## src/hdl/bhp_pkg.sv

```systemverilog
// Shared types, codes and constants of the bucket histogram percentile block.
`timescale 1ns / 1ps
`default_nettype none
package bhp_pkg;

	localparam logic [2:0] KIND_LOAD    = 3'd0;
	localparam logic [2:0] KIND_TOTAL   = 3'd1;
	localparam logic [2:0] KIND_OBSERVE = 3'd2;
	localparam logic [2:0] KIND_QUERY   = 3'd3;
	localparam logic [2:0] KIND_CLEAR   = 3'd4;

	localparam logic [1:0] STAT_OK    = 2'd0;
	localparam logic [1:0] STAT_UNDEF = 2'd1;
	localparam logic [1:0] STAT_EMPTY = 2'd2;

	localparam logic [13:0] PERCENT_FULL = 14'd10000;
	localparam logic [31:0] COUNT_MAX    = 32'hFFFF_FFFF;

	typedef struct packed {
		logic [2:0]         kind;
		logic [6:0]         hist_sel;
		logic [4:0]         bucket_index;
		logic [5:0]         bucket_total;
		logic signed [31:0] sample;
		logic [13:0]        percent;
	} req_t;

	typedef struct packed {
		logic signed [31:0] answer;
		logic [1:0]         status;
	} rsp_t;

	typedef enum logic [3:0] {
		ST_INIT,
		ST_IDLE,
		ST_DISPATCH,
		ST_ZERO,
		ST_CLEAR,
		ST_DECIDE,
		ST_WALK,
		ST_DRAIN,
		ST_FINISH,
		ST_REPLY
	} state_t;

	typedef struct packed {
		logic       take;
		logic       load_bound;
		logic       define;
		logic       zero_step;
		logic       sweep_step;
		logic       sweep_meta;
		logic       decide;
		logic       walk_step;
		logic       finish;
		logic       rsp_load;
		logic [1:0] rsp_status;
	} cmd_t;

	typedef struct packed {
		logic [2:0] kind;
		logic       id_ok;
		logic       bidx_ok;
		logic       defined;
		logic       empty;
		logic       n_zero;
		logic       zero_last;
		logic       walk_last;
		logic       sweep_last;
		logic       pipe_busy;
		logic       rsp_room;
	} sts_t;

endpackage
`default_nettype wire

```

## src/hdl/bhp_ctrl.sv

```systemverilog
// Controller state machine: sequences each item through the datapath.
`timescale 1ns / 1ps
`default_nettype none
module bhp_ctrl (
	input  wire logic          clk,
	input  wire logic          arst_n,
	input  wire logic          req_valid,
	output logic               req_stall,
	input  wire bhp_pkg::sts_t sts,
	output bhp_pkg::cmd_t      cmd
);

	bhp_pkg::state_t state_q, state_d;
	logic [1:0]      rstat_q, rstat_d;

	always_ff @(posedge clk or negedge arst_n) begin
		if (!arst_n) begin
			state_q <= bhp_pkg::ST_INIT;
			rstat_q <= bhp_pkg::STAT_OK;
		end else begin
			state_q <= state_d;
			rstat_q <= rstat_d;
		end
	end

	// next state
	always_comb begin
		state_d = state_q;
		rstat_d = rstat_q;
		case (state_q)
			bhp_pkg::ST_INIT: begin
				if (sts.sweep_last) state_d = bhp_pkg::ST_IDLE;
			end
			bhp_pkg::ST_IDLE: begin
				if (req_valid) state_d = bhp_pkg::ST_DISPATCH;
			end
			bhp_pkg::ST_DISPATCH: begin
				rstat_d = bhp_pkg::STAT_OK;
				state_d = bhp_pkg::ST_REPLY;
				if (sts.kind inside {bhp_pkg::KIND_LOAD, bhp_pkg::KIND_TOTAL,
						bhp_pkg::KIND_OBSERVE, bhp_pkg::KIND_QUERY}) begin
					if (!sts.id_ok) begin
						rstat_d = bhp_pkg::STAT_UNDEF;
					end else if (sts.kind == bhp_pkg::KIND_TOTAL) begin
						state_d = bhp_pkg::ST_ZERO;
					end else if (sts.kind != bhp_pkg::KIND_LOAD) begin
						state_d = bhp_pkg::ST_DECIDE;
					end
				end else if (sts.kind == bhp_pkg::KIND_CLEAR) begin
					state_d = bhp_pkg::ST_CLEAR;
				end
			end
			bhp_pkg::ST_ZERO: begin
				if (sts.zero_last) state_d = bhp_pkg::ST_REPLY;
			end
			bhp_pkg::ST_CLEAR: begin
				if (sts.sweep_last) state_d = bhp_pkg::ST_REPLY;
			end
			bhp_pkg::ST_DECIDE: begin
				if (!sts.defined) begin
					rstat_d = bhp_pkg::STAT_UNDEF;
					state_d = bhp_pkg::ST_REPLY;
				end else if (sts.kind == bhp_pkg::KIND_QUERY && sts.empty) begin
					rstat_d = bhp_pkg::STAT_EMPTY;
					state_d = bhp_pkg::ST_REPLY;
				end else if (sts.n_zero) begin
					state_d = bhp_pkg::ST_DRAIN;
				end else begin
					state_d = bhp_pkg::ST_WALK;
				end
			end
			bhp_pkg::ST_WALK: begin
				if (sts.walk_last) state_d = bhp_pkg::ST_DRAIN;
			end
			bhp_pkg::ST_DRAIN: begin
				if (!sts.pipe_busy) state_d = bhp_pkg::ST_FINISH;
			end
			bhp_pkg::ST_FINISH: begin
				state_d = bhp_pkg::ST_REPLY;
			end
			bhp_pkg::ST_REPLY: begin
				if (sts.rsp_room) state_d = bhp_pkg::ST_IDLE;
			end
			default: begin
				state_d = bhp_pkg::ST_IDLE;
			end
		endcase
	end

	// outputs
	always_comb begin
		cmd = '0;
		cmd.rsp_status = rstat_q;
		req_stall = 1'b1;
		case (state_q)
			bhp_pkg::ST_INIT: begin
				cmd.sweep_step = 1'b1;
				cmd.sweep_meta = 1'b1;
			end
			bhp_pkg::ST_IDLE: begin
				req_stall = 1'b0;
				cmd.take  = req_valid;
			end
			bhp_pkg::ST_DISPATCH: begin
				cmd.load_bound = sts.kind == bhp_pkg::KIND_LOAD && sts.id_ok && sts.bidx_ok;
				cmd.define     = sts.kind == bhp_pkg::KIND_TOTAL && sts.id_ok;
			end
			bhp_pkg::ST_ZERO:  cmd.zero_step = 1'b1;
			bhp_pkg::ST_CLEAR: cmd.sweep_step = 1'b1;
			bhp_pkg::ST_DECIDE: begin
				cmd.decide = sts.defined && !(sts.kind == bhp_pkg::KIND_QUERY && sts.empty);
			end
			bhp_pkg::ST_WALK:   cmd.walk_step = 1'b1;
			bhp_pkg::ST_FINISH: cmd.finish = 1'b1;
			bhp_pkg::ST_REPLY:  cmd.rsp_load = sts.rsp_room;
			default: begin
				cmd.rsp_load = 1'b0;
			end
		endcase
	end

endmodule
`default_nettype wire

```

## config.mk

```make
export PLATFORM = sky130hd
export DESIGN_NAME = bhp_ctrl
export DESIGN_NICKNAME = d
export VERILOG_FILES = /design/src/hdl/bhp_pkg.sv /design/src/hdl/bhp_ctrl.sv
export SDC_FILE = /design/constraint.sdc
export NUM_CORES = 1
export LEC_CHECK = 0
export BUFFER_PORTS_ARGS = -buffer_cell sky130_fd_sc_hd__buf_2
export CORE_ASPECT_RATIO = 0.8
export CORE_MARGIN = 1
export CORE_UTILIZATION = 30
export CTS_BUF_LIST = sky130_fd_sc_hd__clkbuf_8
export CTS_CLUSTER_DIAMETER = 80
export DETAILED_ROUTE_END_ITERATION = 10
export GPL_ROUTABILITY_DRIVEN = 0
export PLACE_DENSITY_LB_ADDON = 0.08
export SYNTH_ARGS = -nofsm -noshare
export SYNTH_HDL_FRONTEND = slang
export SYNTH_SLANG_ARGS = --single-unit
```

## constraint.sdc

```tcl
create_clock -name clk -period 1.8 [get_ports clk]
set_clock_uncertainty 0.05 [all_clocks]
set_input_delay 0 -clock clk [delete_from_list [all_inputs] [get_ports clk]]
set_output_delay 0 -clock clk [all_outputs]
set_load 0.005 [all_outputs]
```

==> impl_results.md, run 1 <==
* Chip height at 44.9 µm
* Yosys synthesis warning count at 0
* Fin. Hold Viols at 0
* Slew margin rel. at 71.4%
* Post-synthesis instance total at 76
* Antenna viol nets, final at 0
* Die width at 55.6 µm
* CP endpoint kind: register
* Initial Utilization at 31.9%
* Power per cell area at 1360 mW/mm²
* CTS tree: built
* Switching Share at between 40% and 50%
* Largest net degree at the start of global routing at 12
* Status: complete, no violations
* EDFF count, synth at 0
* # rows at 15
* Pre-CTS setup slack at ~46 ps
* Leakage at 0.439 nW
* Critical Setup Path Class: register to register
* Inserted Clock Buffers at 3
* Antenna Cells at 0
* Post-DR vias/cell at ~5.1
* Final core utilization at 43.4%
* Worst-Skew Late Latency at 210 ps
* Core box area at 0.00216 mm²
* Initial antenna violation count at 0
* Routed length per instance at 12.8 µm
* Critical path peak fanout at 11
* Slew Limit Fails at 0
* Synth Net Count at 92
* Slew @ Worst Pin at between 400 and 500 ps
* Vias in the first global route at 631
* Clock share of power at about 15%
* # DRC at 0
* Port bufs at 28
* Nets at around 130
* Total Power at 1.27 mW
* RSZ-0062 raised after global routing: false
* Netlist cell types at 39
* Gr usage total at 14.5%
* First-pass GRT wire length at around 2800 µm
* H-tree depth at 1
* Post-synth top cells: nor3_1, inv_1, dfrtp_1, a211oi_1, nand2b_1
* Max Freq at between 500 and 600 MHz
* Seq/Total Area, Yosys at 21.8%
* Synth top area cells: dfrtp_1, nor3_1, a211oi_1
* Min-delay worst type: input port to register
* Max cap viols at 0
* Setup violators final at 0
* Share of cells above drive strength 1 at 47.7%
* Reg clk slew, reported paths at ~30 ps
* DRC marker count from the first detailed-route iteration at 10
* Cell taking the most area after synthesis: dfrtp_1
* Internal power at 0.749 mW
* Top-count cell post-synth: nor3_1
* Required time worst endpoint at 1850 ps
* Final wirelength at 1740 µm
* Max IR drop VDD at between 0.5 and 0.6 mV
* Tmin final at 1720 ps
* Vias at 698
* Top Ports at 29
* DP HPWL at ~1400 µm
* Min setup slack post-route at approximately 83 ps
* Clock sink count at 6
* Grt ovf at 0
* Finished Layout Cells at 136
* Switching power at 0.524 mW
* Mapped Area at 689 µm²
* Combinational share of power at 60.9%
* Area delta synth->final at 35.9%
* CTS root buf: clkbuf_8
* First-pass iteration count of the detailed router at 2
* Flops & latches, synth at 6
* Area fraction of the dominant cell type after synthesis at between 20% and 30%
* CTS Buffer Depth at 2
* Setup crit start kind: register
* DIE AREA at 0.00249 mm²
* Final Cycle Share at 95.4%
* Dpl cells at ~130
* Setup TNS at 0 ps
* Ys async rst share at 100%
* Synthesized area per cell at 9.07 µm²
* CP Data Arrival Time at 1760 ps
* Share of power burned in registers at 24.1%
* Ys flop type: dfrtp_1
==> layer usage <==
metal / GRT usage (%) / up-vias / part of all wire, %
li1: - / 364 / -
met1: 20.0 / 321 / 54
met2: 23.1 / 13 / 43
met3: 3.15 / 0 / 3.0
met4: 4.50 / 0 / 0
met5: 0 / - / 0
==> per-stage QoR <==
stage / area (µm²) / hold WS [ps]
finish: 937 / 0.332
global route: 937 / 35.0
CTS: 933 / 10.6
detailed placement: 882 / -225
global placement: 882 / -221
floorplan: 689 / -346
==> area by class of cell <==
cell class / count / area (µm²)
Multi-Input combinational cell: 58 / 474
Clock buffer: 3 / 41.3
Sequential cell: 6 / 154
Inverter: 7 / 26.3
Fill cell: 222 / 1220
Tap cell: 25 / 31.3
Timing Repair Buffer: 37 / 210
==> kinds of logic (layout without fill, tap and decap cells) <==
kind of cell | Yosys count | after routing | share of synthesized area, %
DFF | 6 | 6 | 21.8
buffers and inverters | 12 | 47 | 9.44
muxes | 2 | 2 | 4.36
and+or+nand+nor | 36 | 36 | 38.3
AOI/OAI and AO/OA | 20 | 20 | 26.1
==> path summary, 6_finish.rpt <==
| path | startpoint | to | slack [ps] | depth (start not counted) |
|---|---|---|---|---|
| min reg2reg | rstat_q[1]$_DFFE_PN0P_ | rstat_q[1]$_DFFE_PN0P_ | 480 | 1 |
| max in group asynchronous | arst_n | state_q[1]$_DFFE_PN0P_ | 1470 | 2 |
| min | sts[9] | rstat_q[0]$_DFFE_PN0P_ | 0.3 | 2 |
| max | state_q[3]$_DFFE_PN0P_ | state_q[2]$_DFFE_PN0P_ | 80 | 4 |
| max reg2reg | state_q[3]$_DFFE_PN0P_ | state_q[2]$_DFFE_PN0P_ | 80 | 4 |
| min in group asynchronous | arst_n | state_q[3]$_DFFE_PN0P_ | 80 | 2 |
==> repair_timing <==
action	in CTS	in global routing
gates resized for setup	0	3
hold endpoints to repair	6	0
hold buffers	1	0
setup buffers	0	0
endpoints found under the setup margin	0	3
==> critical path, cell delays in order (launching register included) <==
cell,delay (ps)
dfrtp_1,550
buf_4,210
a21oi_4,40
nor4_4,410
mux2_4,330
==> registers in the layout (all words and copies together), names as in the netlist <==
| name | count |
|---|---|
| state_q | 4 |
| rstat_q | 2 |
==> power by group through the flow <==
stage / Combinational, mW / Clock (mW) / Sequential [mW]
final: 0.775 / 0.192 / 0.306
after global routing: 0.845 / 0.205 / 0.322
after CTS: 0.782 / 0.196 / 0.302
after detailed placement: 0.777 / 0 / 0.304
after global placement: 0.785 / 0 / 0.303
after floorplan: 0.618 / 0 / 0.230
==> cell usage in the layout (no fill, tap or decap), types with 2 or more instances in the layout <==
cell      netlist  routed
inv_1           7       7
a211oi_1        4       4
mux2_4          2       2
nor3_1          8       8
nand2_1         2       2
nand4_1         2       2
dfrtp_1         6       3
o311ai_0        2       2
buf_4           3       8
nand2b_1        4       4
a31oi_1         3       3
nor2b_1         2       2
and3_1          2       2
dfrtp_2         0       3
clkbuf_8        0       3
buf_2           1      28
a21oi_1         2       2
and4bb_1        2       2
a31o_1          2       2
Power figures use the tool's default switching activity.
==> run 2, diff against run 1 <==
--- a/config.mk
+++ b/config.mk
@@ -5,6 +5,7 @@
 export SDC_FILE = /design/constraint.sdc
 export NUM_CORES = 1
 export LEC_CHECK = 0
+export ABC_AREA = 1
 export BUFFER_PORTS_ARGS = -buffer_cell sky130_fd_sc_hd__buf_2
 export CORE_ASPECT_RATIO = 0.8
 export CORE_MARGIN = 1
==> impl_results.md, run 2 <==
* Cts hold-fix bufs at 1 (unchanged)
* Layout filler cell count at 235 (was 222)
* Hold slack final at 79.6 ps (was 0.332 ps)
* Status: complete, no violations (unchanged)
* Post-place instance area at 872 µm² (was 882 µm²)
* Largest reg by FF count: state_q (unchanged)
* Seq/Total Area, Yosys at 21.4% (was 21.8%)
* RSZ-0062 raised after global routing: false (unchanged)
* First-pass GRT wire length at 3190 µm (was 2790 µm)
* Min setup slack post-route at 375 ps (was 83.4 ps)
* CP endpoint kind: output pin (was register)
* Top Ports at 29 (unchanged)
* Area delta synth->final at 31.8% (was 35.9%)
* Largest register FFs at 4 (unchanged)
* Leakage at 0.563 nW (was 0.439 nW)
* Core box area at 0.00218 mm² (was 0.00216 mm²)
* Antenna Cells at 0 (unchanged)
* Nets at 167 (was 129)
* Gr usage total at 16.5% (was 14.5%)
* Die width at 56.0 µm (was 55.6 µm)
* Power per cell area at 1430 mW/mm² (was 1360 mW/mm²)
* Slew Limit Fails at 0 (unchanged)
* Largest net degree at the start of global routing at 7 (was 12)
* H-tree depth at 1 (unchanged)
* Final Cycle Share at 79.2% (was 95.4%)
* Post-synthesis instance total at 117 (was 76)
* Routed length per instance at 10.5 µm (was 12.8 µm)
* Top-count cell post-synth: nand2_1 (was nor3_1)
* Slew @ Worst Pin at 271 ps (was 429 ps)
* Setup TNS at 0 ps (unchanged)
* Post-DR vias/cell at 4.60 (was 5.13)
* Synth top area cells: dfrtp_1, nand2_1, inv_1 (was dfrtp_1, nor3_1, a211oi_1)
* Clock sink count at 6 (unchanged)
* EDFF count, synth at 0 (unchanged)
* Inserted Clock Buffers at 3 (unchanged)
* Share of cells above drive strength 1 at 36.9% (was 47.7%)
* Post-synth top cells: nand2_1, inv_1, nand3_1, nor2_1 (was nor3_1, inv_1, dfrtp_1, a211oi_1, nand2b_1)
* Flops & latches, synth at 6 (unchanged)
* Area fraction of the dominant cell type after synthesis at 21.4% (was 21.8%)
* First-pass iteration count of the detailed router at 4 (was 2)
* Max cap viols at 0 (unchanged)
* CP Launch Point: state_q[3]$_DFFE_PN0P_ (unchanged)
* Reg clk slew, reported paths at 40 ps (was 30 ps)
* Chip height at 45.2 µm (was 44.9 µm)
* Worst-Skew Late Latency at 220 ps (was 210 ps)
* Total Power at 1.32 mW (was 1.27 mW)
* Critical Setup Path Class: register to output pin (was register to register)
* Largest regs: state_q (4), rstat_q (2) (unchanged)
* Netlist cell types at 21 (was 39)
* Final instance area at 923 µm² (was 937 µm²)
* Vias in the first global route at 723 (was 631)
* Required time worst endpoint at 1750 ps (was 1850 ps)
* Initial Utilization at 32.2% (was 31.9%)
* Final wirelength at 1830 µm (was 1740 µm)
* Setup Buffers After CTS at 0 (unchanged)
* Max IR drop VDD at 0.773 mV (was 0.542 mV)
* Slew margin rel. at 81.9% (was 71.4%)
* Synthesized area per cell at 5.99 µm² (was 9.07 µm²)
* # rows at 15 (unchanged)
* CTS root buf: clkbuf_8 (unchanged)
* Tmin final at 1430 ps (was 1720 ps)
* CTS Buffer Depth at 2 (unchanged)
* Mapped Area at 701 µm² (was 689 µm²)
* Min-delay worst type: input port to asynchronous set/reset pin (was input port to register)
* Ys async rst share at 100% (unchanged)
* Vias at 801 (was 698)
* Yosys synthesis warning count at 0 (unchanged)
* Cell taking the most area after synthesis: dfrtp_1 (unchanged)
* DIE AREA at 0.00253 mm² (was 0.00249 mm²)
* Initial antenna violation count at 0 (unchanged)
* Setup crit start kind: register (unchanged)
* Port bufs at 28 (unchanged)
* Fin. Hold Viols at 0 (unchanged)
* Setup violators final at 0 (unchanged)
* Most frequent cells in the layout: nand2_1, buf_2, inv_1 (was buf_2, nor3_1, buf_4)
* # resized after CTS at 0 (unchanged)
* DP HPWL at 1610 µm (was 1410 µm)
* CP Data Arrival Time at 1380 ps (was 1760 ps)
* Critical path peak fanout at 6 (was 11)
* Pre-CTS setup slack at 409 ps (was 45.5 ps)
* Grt ovf at 0 (unchanged)
* FF-to-FF Start: state_q[3]$_DFFE_PN0P_ (unchanged)
* Synth Net Count at 133 (was 92)
* DRC marker count from the first detailed-route iteration at 30 (was 10)
* CTS tree: built (unchanged)
* Ys flop type: dfrtp_1 (unchanged)
* # DRC at 0 (unchanged)
* Commonest non-fill, non-tap cell in the layout: nand2_1 (was buf_2)
* Max Freq at 702 MHz (was 583 MHz)
* Antenna viol nets, final at 0 (unchanged)
[run 2: cell count changes in the layout (fill, tap and decap cells not counted), moves of 4 or more]
cell,before,now
a211oi_1,4,0
buf_4,8,0
inv_1,7,17
inv_2,0,4
nand2_1,2,35
nand2_2,0,6
nand2b_1,4,0
nand3_1,1,11
nor2_1,0,11
nor2_2,1,6
nor3_1,8,3
[run 2: worst max-delay path, cell delays in order, from the launching register on]
cell	delay, ps
dfrtp_1	460
inv_2	130
nand2_4	80
nor2_4	140
inv_2	80
nor3_1	120
buf_2	130
[run 2: final cells by class]
cell class                      instances  area, µm²  share of cell area (%)
Tap cell                               25       31.3                    3.39
Multi-Input combinational cell         90        472                    51.1
Timing Repair Buffer                   29        150                    16.3
Inverter                               21       78.8                    8.54
Clock buffer                            3       41.3                    4.47
Sequential cell                         6        150                    16.3
[run 2: worst paths after layout]
check | slack (ps) | to | cells after the start
min in group clk | 110 | state_q[3]$_DFFE_PN0P_ | 4
worst max register to register | 390 | rstat_q[1]$_DFFE_PN0P_ | 7
worst min-delay path | 80 | state_q[2]$_DFFE_PN0P_ | 2
worst max-delay path | 370 | cmd[10] | 6
max in group asynchronous | 1480 | rstat_q[0]$_DFFE_PN0P_ | 2
worst min register to register | 440 | rstat_q[1]$_DFFE_PN0P_ | 1
[run 2: report_power, final]
group	switching (mW)	leakage [nW]	total, mW	internal (mW)
logic	0.531	0.465	0.850	0.320
registers	0.0770	0.0760	0.274	0.197
clock network	0.0549	0.0216	0.198	0.143
total	0.663	0.563	1.32	0.660
[run 2: layer usage]
layer  up-vias  routed length [µm]  GRT usage (%)
li1        427                   -              -
met1       359                1020           23.4
met2        15                 761           26.4
met3         0                  53           3.44
met4         0                   0           2.93
met5         -                   0              0
[run 2: cell families (layout without fill, tap and decap cells)]
family                 Yosys count  in the layout  share of synthesized area (%)
and+or+nand+nor                 84             84                           62.1
buffers and inverters           21             53                           11.2
AOI/OAI and AO/OA                6              6                           5.18
DFF                              6              6                           21.4
[run 2: metrics by stage]
stage	utilization [%]	cells
3_5_place_dp	40.1	170
4_1_cts	42.4	174
6_report	42.4	174
2_1_floorplan	-	117
3_3_place_gp	40.1	170
5_1_grt	42.4	174
==> run 3, diff against run 2 <==
==> constraint.sdc (replaced) <==
create_clock -name clk -period 1.5 [get_ports clk]
set_clock_uncertainty 0.05 [all_clocks]
set_input_delay 0 -clock clk [delete_from_list [all_inputs] [get_ports clk]]
set_output_delay 0 -clock clk [all_outputs]
set_load 0.005 [all_outputs]
==> impl_results.md, run 3 (synthesis results as in run 2) <==
* Status: complete, no violations (unchanged)
* Setup crit start kind: register (unchanged)
* Max cap viols at 0 (unchanged)
* Switching power at 0.810 mW (was 0.663 mW)
* Final wirelength at 1840 µm (was 1830 µm)
* Critical path's largest stage delay at 440 ps (was 460 ps)
* Worst-path cell chain: inv_2 > nand2_1 > nor2_4 > inv_2 > nor3_1 > buf_2 (was inv_2 > nand2_4 > nor2_4 > inv_2 > nor3_1 > buf_2)
* Largest net degree at the start of global routing at 7 (unchanged)
* Max IR drop VDD at 1.19 mV (was 0.773 mV)
* Clock share of power at 14.8% (was 15.0%)
* # rows at 15 (unchanged)
* DP HPWL at 1560 µm (was 1610 µm)
* Fin. Hold Viols at 0 (unchanged)
* Total Power at 1.63 mW (was 1.32 mW)
* Most numerous cell on the critical path: inv_2 (unchanged)
* Share of cells above drive strength 1 at 38.4% (was 36.9%)
* Worst-Skew Late Latency at 220 ps (about the same)
* Antenna viol nets, final at 0 (unchanged)
* Largest regs: state_q (4), rstat_q (2) (unchanged)
* Setup TNS at 0 ps (unchanged)
* Clock sink count at 6 (unchanged)
* Grt ovf at 0 (unchanged)
* Slew Limit Fails at 0 (unchanged)
* Largest register FFs at 4 (unchanged)
* Critical Setup Path Class: register to output pin (unchanged)
* R2R cell count at 7 (unchanged)
* Power per cell area at 1730 mW/mm² (was 1430 mW/mm²)
* Commonest non-fill, non-tap cell in the layout: nand2_1 (unchanged)
* Required time worst endpoint at 1450 ps (was 1750 ps)
* Die width at 56.0 µm (unchanged)
* Initial Utilization at 32.2% (unchanged)
* Inserted Clock Buffers at 3 (unchanged)
* Layout filler cell count at 241 (was 235)
* Min setup slack post-route at 93.9 ps (was 375 ps)
* Vias in the first global route at 699 (was 723)
* Largest reg by FF count: state_q (unchanged)
* Port bufs at 28 (unchanged)
* CTS tree: built (unchanged)
* Top Ports at 29 (unchanged)
* Tmin final at 1410 ps
* Dpl cells at 171 (was 170)
* Max Freq at 711 MHz
* Final core utilization at 43.3% (was 42.4%)
* CP endpoint kind: output pin (unchanged)
* Buf/Inv on CP at 3 (unchanged)
* CTS Buffer Depth at 2 (unchanged)
* Critical path peak fanout at 6 (unchanged)
* Slew @ Worst Pin at 278 ps (was 271 ps)
* Top delay family on crit path: flip-flops (unchanged)
* First-pass GRT wire length at 3120 µm (was 3190 µm)
* Nets at 169 (was 167)
* Initial antenna violation count at 0 (unchanged)
* Setup violators final at 0 (unchanged)
* Final Cycle Share at between 90% and 100%
* Min-delay worst type: input port to asynchronous set/reset pin (unchanged)
* Chip height at 45.2 µm (unchanged)
* Switching Share at 49.8% (was 50.1%)
* Reg clk slew, reported paths at 40 ps (about the same)
* Max stage delay cell, worst path: dfrtp_1 (unchanged)
* RSZ-0062 raised after global routing: false (unchanged)
* RR Endpoint: rstat_q[1]$_DFFE_PN0P_ (unchanged)
* Setup slack, reg-to-reg at 110 ps (was 390 ps)
* Finished Layout Cells at 176 (was 174)
* FF-to-FF Start: state_q[1]$_DFFE_PN0P_ (was state_q[3]$_DFFE_PN0P_)
* CP Data Arrival Time at 1360 ps (was 1380 ps)
* Antenna Cells at 0 (unchanged)
* DRC marker count from the first detailed-route iteration at 32 (was 30)
* Routed length per instance at 10.5 µm (about the same)
* DIE AREA at 0.00253 mm² (unchanged)
* First-pass iteration count of the detailed router at 4 (unchanged)
* Share of power burned in registers at 20.0% (was 20.7%)
* Core box area at 0.00218 mm² (unchanged)
* Pre-CTS setup slack at 139 ps (was 409 ps)
* H-tree depth at 1 (unchanged)
* Post-DR vias/cell at 4.61 (was 4.60)
* Leakage at 0.574 nW (was 0.563 nW)
* # DRC at 0 (unchanged)
* CTS root buf: clkbuf_8 (unchanged)
* Internal power at 0.816 mW (was 0.660 mW)
* Most frequent cells in the layout: nand2_1, buf_2, inv_1 (unchanged)
* Area delta synth->final at 34.5% (was 31.8%)
* Gr usage total at 16.0% (was 16.5%)
* Vias at 811 (was 801)
* Combinational share of power at 65.2% (was 64.3%)
* Slew margin rel. at 81.3% (was 81.9%)
run 3: per-layer routing:
| layer | vias up | part of all wire (%) | global-route usage, % |
|---|---|---|---|
| li1 | 433 | - | - |
| met1 | 361 | 54 | 23.5 |
| met2 | 15 | 42 | 24.3 |
| met3 | 2 | 3.5 | 3.72 |
| met4 | 0 | 0.33 | 2.93 |
| met5 | - | 0 | 0 |
run 3: layout make-up:
cell class | instances | area (µm²) | area share (%)
multi-input cells | 90 | 472 | 50.1
flip-flops and latches | 6 | 151 | 16.1
inverters | 21 | 81.3 | 8.63
clock buffers | 3 | 41.3 | 4.38
well taps | 25 | 31.3 | 3.32
repair buffers | 31 | 165 | 17.5
run 3: repair_timing:
action	4_1_cts	5_1_grt
setup buffers	0	1
endpoints found under the hold margin	6	0
resized for setup	0	2
setup endpoints to repair	0	2
hold buffers	1	0
run 3: power groups by stage:
stage,registers [mW],clock network [mW],logic [mW]
final,0.326,0.241,1.06
after global routing,0.337,0.262,1.21
after CTS,0.318,0.248,1.05
after detailed placement,0.319,0,1.05
after global placement,0.319,0,1.06
after floorplan,0.313,0,0.758
run 3: through the flow:
stage	hold WS [ps]	area [µm²]
6_report	74.3	942
5_1_grt	95.5	942
4_1_cts	77.8	931
3_5_place_dp	-218	880
3_3_place_gp	-221	880
2_1_floorplan	-346	701
run 3: worst max-delay path by stage:
stage                                       from                     end  slack (ps)  cells after the start
after floorplan           state_q[3]$_DFFE_PN0P_  state_q[0]$_DFFE_PN0P_         280                      9
final                     state_q[0]$_DFFE_PN0P_                 cmd[10]          90                      6
after CTS                 state_q[0]$_DFFE_PN0P_                 cmd[10]          70                      6
after detailed placement  state_q[0]$_DFFE_PN0P_  state_q[0]$_DFFE_PN0P_         140                      8
after global routing      state_q[0]$_DFFE_PN0P_                 cmd[10]        0.01                      6
after global placement    state_q[3]$_DFFE_PN0P_  state_q[3]$_DFFE_PN0P_         130                      7
